[src/sv/bsc_pkg.sv]
`default_nettype none
// ----------------------------------------------------------------------------
// bsc_pkg: shared types, constants and signature tables
// Types, byte window geometry, header and footer signature tables and the
// match functions used by the signature carver.
// ----------------------------------------------------------------------------
package bsc_pkg;

  // block geometry
  localparam int unsigned BLOCK_BYTES  = 1024;
  localparam int unsigned POS_W        = $clog2(BLOCK_BYTES + 1);
  localparam int unsigned WIN_BYTES    = 10;
  localparam int unsigned BLK_W        = 32;
  localparam int unsigned SPAN_W       = 12;
  localparam logic [SPAN_W-1:0] SPAN_RESET = 12'd12;

  // register map: index is paddr[2]
  localparam logic ADDR_MAX_SPAN = 1'b0;

  // signature table sizes
  localparam int unsigned HEAD_ENTRIES = 7;
  localparam int unsigned HEAD_MAX     = 8;
  localparam int unsigned FOOT_ENTRIES = 6;
  localparam int unsigned FOOT_MAX     = 10;

  typedef logic [7:0] byte_t;
  typedef logic [2:0] code_t;   // 0 none, else 1 + file kind
  typedef logic [2:0] kind_t;
  typedef logic [BLK_W-1:0] blk_t;
  typedef logic [WIN_BYTES-1:0][7:0] win_t;

  typedef struct packed {
    logic  valid;
    byte_t data;
  } cell_t;

  typedef enum logic [2:0] {
    VERDICT_NONE     = 3'd0,
    VERDICT_REPEAT   = 3'd1,
    VERDICT_OPEN     = 3'd2,
    VERDICT_MISMATCH = 3'd3,
    VERDICT_RECOVER  = 3'd4,
    VERDICT_SPAN     = 3'd5
  } verdict_t;

  localparam kind_t KIND_GIF = 3'd0;
  localparam kind_t KIND_PNG = 3'd1;
  localparam kind_t KIND_JPG = 3'd2;
  localparam kind_t KIND_PDF = 3'd3;
  localparam kind_t KIND_CPP = 3'd4;
  localparam kind_t KIND_PHP = 3'd5;

  // header signatures, first hit wins
  localparam byte_t HEAD_PAT [HEAD_ENTRIES][HEAD_MAX] = '{
    '{8'h47, 8'h49, 8'h46, 8'h38, 8'h00, 8'h00, 8'h00, 8'h00},
    '{8'h89, 8'h50, 8'h4E, 8'h47, 8'h0D, 8'h0A, 8'h1A, 8'h0A},
    '{8'hFF, 8'hD8, 8'hFF, 8'hE1, 8'h00, 8'h00, 8'h00, 8'h00},
    '{8'hFF, 8'hD8, 8'hFF, 8'hE0, 8'h00, 8'h00, 8'h00, 8'h00},
    '{8'h25, 8'h50, 8'h44, 8'h46, 8'h2D, 8'h31, 8'h2E, 8'h00},
    '{8'h23, 8'h69, 8'h6E, 8'h63, 8'h6C, 8'h75, 8'h64, 8'h65},
    '{8'h3C, 8'h3F, 8'h70, 8'h68, 8'h70, 8'h3E, 8'h00, 8'h00}
  };
  localparam int unsigned HEAD_LEN [HEAD_ENTRIES] = '{4, 8, 4, 4, 7, 8, 6};
  localparam kind_t HEAD_KIND [HEAD_ENTRIES] = '{
    KIND_GIF, KIND_PNG, KIND_JPG, KIND_JPG, KIND_PDF, KIND_CPP, KIND_PHP
  };

  // footer signatures, entry e is kind e
  localparam byte_t FOOT_PAT [FOOT_ENTRIES][FOOT_MAX] = '{
    '{8'h00, 8'h3B, 8'h00, 8'h00, 8'h00, 8'h00, 8'h00, 8'h00, 8'h00, 8'h00},
    '{8'h00, 8'h00, 8'h49, 8'h45, 8'h4E, 8'h44, 8'hAE, 8'h42, 8'h60, 8'h82},
    '{8'hFF, 8'hD9, 8'h00, 8'h00, 8'h00, 8'h00, 8'h00, 8'h00, 8'h00, 8'h00},
    '{8'h25, 8'h25, 8'h45, 8'h4F, 8'h46, 8'h0A, 8'h00, 8'h00, 8'h00, 8'h00},
    '{8'h72, 8'h65, 8'h74, 8'h75, 8'h72, 8'h6E, 8'h00, 8'h00, 8'h00, 8'h00},
    '{8'h3C, 8'h2F, 8'h70, 8'h68, 8'h70, 8'h3E, 8'h00, 8'h00, 8'h00, 8'h00}
  };
  localparam int unsigned FOOT_LEN [FOOT_ENTRIES] = '{2, 10, 2, 6, 6, 6};

  // header code at a window offset; pattern must end inside the window
  function automatic code_t head_match(input win_t win, input int unsigned base);
    code_t code;
    logic  hit;
    int    e;
    int    k;
    code = '0;
    for (e = HEAD_ENTRIES - 1; e >= 0; e--) begin
      hit = (base + HEAD_LEN[e] <= WIN_BYTES);
      for (k = 0; k < HEAD_MAX; k++) begin
        if (k < HEAD_LEN[e] && base + k < WIN_BYTES) begin
          if (win[base + k] != HEAD_PAT[e][k]) hit = 1'b0;
        end
      end
      if (hit) code = HEAD_KIND[e] + 3'd1;
    end
    return code;
  endfunction

  // footer code at a window offset; pattern must end inside the window
  function automatic code_t foot_match(input win_t win, input int unsigned base);
    code_t code;
    logic  hit;
    int    e;
    int    k;
    code = '0;
    for (e = FOOT_ENTRIES - 1; e >= 0; e--) begin
      hit = (base + FOOT_LEN[e] <= WIN_BYTES);
      for (k = 0; k < FOOT_MAX; k++) begin
        if (k < FOOT_LEN[e] && base + k < WIN_BYTES) begin
          if (win[base + k] != FOOT_PAT[e][k]) hit = 1'b0;
        end
      end
      if (hit) code = code_t'(e + 1);
    end
    return code;
  endfunction

endpackage
`default_nettype wire

[src/sv/bsc_cell.sv]
`default_nettype none
// ----------------------------------------------------------------------------
// bsc_cell: one byte cell of the window chain
// Holds one byte and a flag saying it belongs to the current block; takes its
// neighbor's byte on every shift. A flush drops the flag of the byte taken.
// ----------------------------------------------------------------------------
module bsc_cell (
  input  logic           clk,
  input  logic           rst,
  input  logic           shift,
  input  logic           flush,
  input  bsc_pkg::cell_t feed,
  output bsc_pkg::cell_t held,
  output bsc_pkg::cell_t nxt
);
  import bsc_pkg::*;

  logic  valid;
  byte_t data;

  assign held = '{valid: valid, data: data};

  // next content of the cell
  always_comb begin
    nxt = held;
    if (shift) begin
      nxt.data  = feed.data;
      nxt.valid = feed.valid && !flush;
    end
  end

  always_ff @(posedge clk) begin
    if (rst) begin
      valid <= 1'b0;
    end else begin
      valid <= nxt.valid;
    end
  end

  always_ff @(posedge clk) begin
    data <= nxt.data;
  end

endmodule
`default_nettype wire

[src/sv/bsc_match.sv]
`default_nettype none
// ----------------------------------------------------------------------------
// bsc_match: signature comparator bank
// Compares the byte window against every header and footer signature at
// every window offset at once.
// ----------------------------------------------------------------------------
module bsc_match (
  input  bsc_pkg::win_t                                 win,
  output logic [bsc_pkg::WIN_BYTES-1:0][2:0]            head_code,
  output logic [bsc_pkg::WIN_BYTES-1:0][2:0]            foot_code
);
  import bsc_pkg::*;

  // one comparator set per offset
  for (genvar b = 0; b < WIN_BYTES; b++) begin : g_base
    assign head_code[b] = head_match(win, b);
    assign foot_code[b] = foot_match(win, b);
  end

endmodule
`default_nettype wire

[src/sv/block_signature_carver.sv]
`default_nettype none
// ----------------------------------------------------------------------------
// block_signature_carver: header/footer signature scan over storage blocks
// Streams block bytes through a ten-cell window, finds magic headers at the
// block start and the first footer, and gives one verdict per block.
// ----------------------------------------------------------------------------
// Takes one byte per cycle; a block ends at the beat flagged last_byte, and
// its verdict beat appears in the output register on the next cycle. Bytes
// keep streaming without a gap as long as out_ready drains each verdict; while
// a verdict beat waits with out_ready low, in_ready is low and no byte is
// taken. The byte
// window is a row of ten cells shifting once per byte, with a comparator bank
// that checks every signature at every offset in the same cycle. Bytes past
// BLOCK_BYTES in one block are ignored. max_span sits at byte address 0.
module block_signature_carver (
  input  logic        clk,
  input  logic        rst,
  // byte input
  input  logic        in_valid,
  output logic        in_ready,
  input  logic [7:0]  data_byte,
  input  logic [31:0] block_number,
  input  logic        last_byte,
  // verdict output
  output logic        out_valid,
  input  logic        out_ready,
  output logic [2:0]  verdict,
  output logic [2:0]  file_kind,
  output logic [31:0] start_block,
  output logic [31:0] end_block,
  // configuration
  input  logic        psel,
  input  logic        penable,
  input  logic        pwrite,
  input  logic [2:0]  paddr,
  input  logic [31:0] pwdata,
  output logic [31:0] prdata,
  output logic        pready
);
  import bsc_pkg::*;

  // config register
  logic [SPAN_W-1:0] max_span;

  // block tracking
  logic [POS_W-1:0] pos;
  blk_t             cur_block;
  code_t            header_code;
  code_t            footer_code;

  // search state
  logic  search_open;
  kind_t open_kind;
  blk_t  header_block;
  blk_t  prev_block;
  logic  prev_valid;

  logic  search_open_next;
  kind_t open_kind_next;
  blk_t  header_block_next;

  // handshake and window
  logic accept;
  logic shift;
  logic flush;
  logic finish;
  cell_t [WIN_BYTES-1:0] held;
  cell_t [WIN_BYTES-1:0] nxt;
  cell_t [WIN_BYTES-1:0] feed;
  win_t                  win_next;
  logic [WIN_BYTES-1:0]  valid_next;
  logic [WIN_BYTES-1:0][2:0] head_code;
  logic [WIN_BYTES-1:0][2:0] foot_code;

  code_t hdr_now;
  code_t hdr;
  code_t foot;
  blk_t  cur;
  logic  gap;
  logic  repeat_hdr;

  verdict_t v_res;
  kind_t    k_res;
  blk_t     s_res;
  blk_t     e_res;

  // APB
  assign pready = 1'b1;
  assign prdata = (paddr[2] == ADDR_MAX_SPAN) ? {{(32 - SPAN_W){1'b0}}, max_span} : '0;

  always_ff @(posedge clk) begin
    if (rst) begin
      max_span <= SPAN_RESET;
    end else if (psel && penable && pwrite && pready && paddr[2] == ADDR_MAX_SPAN) begin
      max_span <= pwdata[SPAN_W-1:0];
    end
  end

  // handshake
  assign in_ready = !out_valid || out_ready;
  assign accept   = in_valid && in_ready;
  assign shift    = accept && (pos < POS_W'(BLOCK_BYTES));
  assign flush    = (pos == '0);
  assign finish   = accept && last_byte;

  // window chain: new byte enters the top cell
  for (genvar i = 0; i < WIN_BYTES; i++) begin : g_cell
    if (i == WIN_BYTES - 1) begin : g_top
      assign feed[i] = '{valid: 1'b1, data: data_byte};
      bsc_cell u_cell (
        .clk  (clk),
        .rst  (rst),
        .shift(shift),
        .flush(1'b0),
        .feed (feed[i]),
        .held (held[i]),
        .nxt  (nxt[i])
      );
    end else begin : g_mid
      assign feed[i] = held[i+1];
      bsc_cell u_cell (
        .clk  (clk),
        .rst  (rst),
        .shift(shift),
        .flush(flush),
        .feed (feed[i]),
        .held (held[i]),
        .nxt  (nxt[i])
      );
    end
    assign win_next[i]   = nxt[i].data;
    assign valid_next[i] = nxt[i].valid;
  end

  bsc_match u_match (
    .win      (win_next),
    .head_code(head_code),
    .foot_code(foot_code)
  );

  // header at the first byte of the block (first valid cell, offset 2 or up)
  always_comb begin
    hdr_now = '0;
    for (int b = 2; b < WIN_BYTES; b++) begin
      if (valid_next[b] && !valid_next[b-1]) hdr_now = hdr_now | head_code[b];
    end
  end

  // stored code once the block holds nine or more bytes
  assign hdr = valid_next[1] ? header_code : hdr_now;

  // first footer: streamed result, else lowest offset left in the window
  always_comb begin
    foot = '0;
    for (int b = WIN_BYTES - 1; b >= 0; b--) begin
      if (valid_next[b] && foot_code[b] != '0) foot = foot_code[b];
    end
    if (footer_code != '0) foot = footer_code;
  end

  assign cur = flush ? block_number : cur_block;

  // block-end decision
  always_comb begin
    gap               = !prev_valid || (cur - prev_block != 32'd1);
    search_open_next  = search_open && !gap;
    open_kind_next    = open_kind;
    header_block_next = header_block;
    repeat_hdr        = 1'b0;
    v_res             = VERDICT_NONE;
    k_res             = '0;
    s_res             = '0;
    e_res             = '0;
    if (hdr != '0) begin
      if (!search_open_next) begin
        search_open_next  = 1'b1;
        open_kind_next    = hdr - 3'd1;
        header_block_next = cur;
      end else begin
        v_res            = VERDICT_REPEAT;
        k_res            = open_kind;
        s_res            = header_block;
        search_open_next = 1'b0;
        repeat_hdr       = 1'b1;
      end
    end
    if (!repeat_hdr && search_open_next) begin
      k_res = open_kind_next;
      s_res = header_block_next;
      if (foot != '0) begin
        if (foot - 3'd1 == open_kind_next) begin
          v_res = VERDICT_RECOVER;
          e_res = cur;
        end else begin
          v_res = VERDICT_MISMATCH;
        end
        search_open_next = 1'b0;
      end else if (cur - header_block_next >= {{(BLK_W - SPAN_W){1'b0}}, max_span}) begin
        v_res            = VERDICT_SPAN;
        search_open_next = 1'b0;
      end else begin
        v_res = VERDICT_OPEN;
      end
    end
  end

  // block tracking registers
  always_ff @(posedge clk) begin
    if (rst) begin
      pos         <= '0;
      header_code <= '0;
      footer_code <= '0;
    end else if (finish) begin
      pos         <= '0;
      header_code <= '0;
      footer_code <= '0;
    end else if (shift) begin
      pos <= pos + 1'b1;
      if (valid_next[2] && !valid_next[1]) header_code <= hdr_now;
      if (footer_code == '0 && valid_next[0]) footer_code <= foot_code[0];
    end
  end

  always_ff @(posedge clk) begin
    if (shift && flush) cur_block <= block_number;
  end

  // search state registers
  always_ff @(posedge clk) begin
    if (rst) begin
      search_open <= 1'b0;
      prev_valid  <= 1'b0;
    end else if (finish) begin
      search_open <= search_open_next;
      prev_valid  <= 1'b1;
    end
  end

  always_ff @(posedge clk) begin
    if (finish) begin
      open_kind    <= open_kind_next;
      header_block <= header_block_next;
      prev_block   <= cur;
    end
  end

  // verdict output register
  always_ff @(posedge clk) begin
    if (rst) begin
      out_valid <= 1'b0;
    end else if (finish) begin
      out_valid <= 1'b1;
    end else if (out_ready) begin
      out_valid <= 1'b0;
    end
  end

  always_ff @(posedge clk) begin
    if (finish) begin
      verdict     <= v_res;
      file_kind   <= k_res;
      start_block <= s_res;
      end_block   <= e_res;
    end
  end

endmodule
`default_nettype wire
[config.mk]
export PLATFORM = sky130hd
export DESIGN_NAME = block_signature_carver
export DESIGN_NICKNAME = d
export VERILOG_FILES = /design/src/sv/bsc_pkg.sv /design/src/sv/bsc_cell.sv /design/src/sv/bsc_match.sv /design/src/sv/block_signature_carver.sv
export SDC_FILE = /design/constraint.sdc
export NUM_CORES = 1
export LEC_CHECK = 0
export BUFFER_PORTS_ARGS = -buffer_cell sky130_fd_sc_hd__buf_2
export CAP_MARGIN = 20
export CORE_MARGIN = 5
export CORE_UTILIZATION = 35
export CTS_BUF_LIST = sky130_fd_sc_hd__clkbuf_8
export CTS_CLUSTER_DIAMETER = 40
export DETAILED_ROUTE_END_ITERATION = 6
export MAX_ROUTING_LAYER = met4
export SYNTH_ARGS = -nofsm -noshare
export SYNTH_HDL_FRONTEND = slang
export SYNTH_HIERARCHICAL = 1
export SYNTH_SLANG_ARGS = --single-unit
export TNS_END_PERCENT = 30
[constraint.sdc]
create_clock -name clk -period 11 [get_ports clk]
set_input_delay 0.55 -clock clk [delete_from_list [all_inputs] [get_ports clk]]
set_output_delay 0.55 -clock clk [all_outputs]
set_load 0.02 [all_outputs]
# Word level (Yosys, flattened, before mapping)
# Index checks and enable logic that the tools add are counted.
# W data, S select, Z words.
# word_totals
ff_bits,291
in_bits,83
output_inout_bits,105
# classes
order_cmp,2
add_sub_neg,5
muxes,327
n_reduce_logical,73
n_eq_ne,170
bitwise_logic,5
# op_table
cell,n
$ne A8 B7 Y1 const B,80
$ne A8 B6 Y1 const B,45
$ne A8 B8 Y1 const B,36
$mux W1,229
$mux W3,67
$mux W32,6
$mux W9,9
$reduce_bool A8 Y1,9
$sub A32 B32 Y32,2
$ne A8 B4 Y1 const B,6
$reduce_bool A3 Y1,12
$logic_and A1 B1 Y1,33
$ge A32 B12 Y1,1
$ne A32 B1 Y1 const B,1
$mux W2,14
$mux W12,1
$or A3 B3 Y3,4
$add A11 B1 Y11 const B,1
$logic_not A11 Y1,1
$lt A11 B11 Y1 const B,1
$logic_not A1 Y1,10
$mux W8,1
$ne A8 B5 Y1 const B,1
$sub A3 B1 Y3 const B,2
other kinds (8),10

# Logic depth before layout (Yosys ltp)
# depth
ltp_word,37
ltp_mapped,44
mapped_depth_nobuf,39

# By module
# Netlist, hierarchy kept.
# by_module_without_submodules
module,instances,area_each_um2,cells_per_inst
block_signature_carver,1,13716.9,1451
bsc_cell,10,361.6,23
bsc_match,1,3598.5,528

# Worst setup path before layout
# No wires, ideal clock.
# synth_path
path_kind,input to register
from,in out_ready
to,reg verdict[2] (data pin)
arrival_time_ns,9.537
slack_ns,1.206
cell_stages,42
cell_sequence,nand2b_1 > nand2_1 > nor2_1 > buf_6 > mux2_4 > or4b_1 > buf_2 > or3_1 > or4_1 > o41ai_2 > a221oi_1 > nand3_1 > mux2i_1 > ha_1 > ha_1 > clkbuf_1 > nor2_1 > buf_2 > [6 not listed] > a21oi_1 > and4b_1 > or3_1 > a21o_1 > a21oi_1 > xnor2_1 > ha_1 > a21oi_1 > nor2b_1 > o21ai_0 > nand4_1 > a2111oi_1 > o2111ai_1 > nor4_1 > nand4_1 > nor4_1 > nand2_1 > a22o_1
# synth_lines
element,line,rtl
from (decl),block_signature_carver.sv:26,"input logic out_ready,"
to (signal assigned),block_signature_carver.sv:260,verdict <= v_res;
to (decl),block_signature_carver.sv:27,"output logic [2:0] verdict,"

# Worst setup path after layout
# layout_path
from,reg pos[10]
to,reg verdict[2] (data pin)
# layout_via
elab_chain_cells,35
word_cells_on_any_way,549
classes_between,4 x add/sub; 2 x order compare; 170 x eq/ne; 313 x mux; 4 x bitwise; 56 x reduce/logical
# layout_lines
element,line,rtl
from (decl),block_signature_carver.sv:46,logic [POS_W-1:0] pos;
from (signal assigned),block_signature_carver.sv:218,pos <= pos + 1'b1;
$lt A11 B11 Y1,block_signature_carver.sv:102,assign shift = accept && (pos < POS_W'(BLOCK_BYTES));
$logic_and A1 B1 Y1,block_signature_carver.sv:102,
$mux W9,bsc_cell.sv:26,if (shift) begin
$ne A8 B6 Y1,bsc_pkg.sv:90,if (win[base + k] != HEAD_PAT[e][k]) hit = 1'b0;
$mux W1 (8 in series),bsc_pkg.sv:90,
$mux W3 (6 in series),bsc_pkg.sv:93,if (hit) code = HEAD_KIND[e] + 3'd1;
$mux W3,block_signature_carver.sv:145,if (valid_next[b] && !valid_next[b-1]) hdr_now = hdr_now | head_code[b];
$or A3 B3 Y3,block_signature_carver.sv:145,
[8 not listed],-,
$reduce_bool A3 Y1,block_signature_carver.sv:174,if (hdr != '0) begin
$mux W32 *,block_signature_carver.sv:174,
via header_block_next[0],block_signature_carver.sv:60,blk_t header_block_next;
$sub A32 B32 Y32 *,block_signature_carver.sv:198,"end else if (cur - header_block_next >= {{(BLK_W - SPAN_W){1'b0}}, max_span}) begin"
$ge A32 B12 Y1 *,block_signature_carver.sv:198,
$mux W3 *,block_signature_carver.sv:198,
$mux W3 *,block_signature_carver.sv:190,if (foot != '0) begin
$mux W3 *,block_signature_carver.sv:187,if (!repeat_hdr && search_open_next) begin
# The timed path passes the listed nets; every way through them passes the cells marked *.
# A chain may end at the register's enable or synchronous reset.

==> qor.txt <==
RSZ-0062 raised after global routing: false
global route total overflow: 0
Placed Cells: 2956
average size of a mapped cell: 9.56 um^2
worst endpoint data arrival time: 10.57 ns
r2r setup slk: 0.84 ns
post-route insts no fill: 3075
layout cell share with drive strength beyond 1: 21.7%
Cells on Worst Hold Path: 1
max_cap viols: 0
initial antenna violation count: 3
depth of the CTS H-tree: 3
routed wire length: 69200 um
Hold Crit Class: in -> reg
CTS buffer count: 66
clk root buf: clkbuf_8
nets: 2425
Hold Fails Final Rpt: 0
Pleak: 9.24 nW
min cycle time layout: 10.16 ns
Core Area: 0.0577 mm^2
fin. max-slew vios: 0
largest net degree at the start of global routing: 80
commonest non-fill, non-tap cell in the layout: edfxtp_1
endpoint type of the worst setup path: flop
CP max stage delay: 0.42 ns
Worst Path Required: 11.40 ns
status: finished, final reports clean
Hold Startpoint: block_number[21]
Post-DRT Antenna Nets: 0
CTS tree: yes
Die Height: 251 um
commonest non-fill, non-tap cells in the layout: edfxtp_1, nand2_1, inv_1
Post-Synthesis Cell Area: 0.0204 mm^2
worst reg-to-reg path cell count: 41
VDD IR-drop max: 0.107 mV
Critical Path Start Type: flop
Critical R2R Capture: verdict[2]
die area: 0.0632 mm^2
# DRC: 0
CP Max Fanout: 34
Starting Density: 35.4%
CP Class: reg -> reg
wire length per cell: 22.5 um
Total Routing Usage GR: 21.7%
Setup Viol. Count Final: 0
Via Count: 17400
Worst slew margin: 27.8%
Final Skew: 0.0409 ns
Row Count: 88
crit path max-delay cell type: fa_1
placer congestion estimate: 0.959
setup_tns: 0 ns
fmax: 98.4 MHz
vias in the first global route: 17000
Final Cycle Share: 92.4%
Post-Syn Instances: 2133
clock buffer depth: 3
TritonCTS sink count: 291
Worst Tran Pin Value: 1.08 ns
drt pass-1 iters: 6
worst hold endpoint: cur_block[21]
IO Port Bufs: 144
Iteration-0 DRC Markers: 1330
later-pin clock latency in the skew report: 0.66 ns
vias per inst: 5.65
HPWL Detailed: 52500 um
Chip Width: 251 um
first-pass GRT wire length: 105000 um
power density cells: 194 mW/mm^2
Clk pin slew, worst setup/hold paths: 0.06 ns
area delta synth->final: 13.3%
Final Power: 4.48 mW
hold slack: 0.0854 ns
io pins: 188
Layout Utilization: 40.0%
RR Startpoint: pos[10]
YS warnings: 6
[worst max-delay path by stage]
stage / from / endpoint / depth (start not counted)
floorplan: out_ready / verdict[2] / 42
detailed placement: out_ready / verdict[2] / 40
global route: pos[10] / verdict[2] / 40
finish: pos[10] / verdict[2] / 41
global placement: out_ready / verdict[2] / 40
CTS: pos[10] / verdict[2] / 41
[sequential cells by signal, summed over array words and instances, names as in the netlist]
register / count
prev_block: 32
footer_code: 3
max_span: 12
search_open: 1
out_valid: 1
g_cell.g_top.u_cell/valid: 1
header_block: 32
g_cell.g_top.u_cell/data: 8
g_cell.g_mid.u_cell/data: 72
end_block: 32
g_cell.g_mid.u_cell/valid: 9
start_block: 32
pos: 11
file_kind: 3
verdict: 3
prev_valid: 1
open_kind: 3
cur_block: 32
header_code: 3
[routing by layer]
metal  wire length (um)  track usage, %
met5                  0               -
met4               1770            6.47
met3               3970            3.21
met2              30800            32.7
met1              32600            30.5
[cell type report]
class,instances,area (um^2)
antenna,1,2.50
clock inverter,45,457
timing repair buffer,179,1010
clock buffer,73,1000
inverter,136,515
multi-input combinational,1585,11600
fill,5755,34600
sequential,291,7520
tap,765,957
[stage by stage]
stage	worst slack, ns	instance area [um^2]
global placement	0.351	21600
floorplan	1.21	20500
detailed placement	0.162	21600
global route	0.0810	23100
finish	0.835	23100
CTS	0.343	23100
[worst max-delay path, delay by kind of cell (launching register included)]
family          cells  cell delay (ns)
compound gates     13             3.10
xor+xnor            2             0.25
fa+ha+maj           5             1.45
buf+inv             6             0.96
flops               1             0.40
mux                 1             0.39
simple gates       14             3.37
[report_power, final]
group	internal, mW	switching [mW]	total (mW)
logic	0.634	1.07	1.70
clock network	0.810	0.545	1.35
registers	1.32	0.0930	1.42
[timing repair]
action | 4_1_cts | 5_1_grt
endpoints found under the setup margin | 0 | 4
resized for setup | 0 | 4
buffers inserted | 0 | 0
endpoints found under the hold margin | 0 | 0
hold buffers | 0 | 0
(Power assumes the default switching activity.)
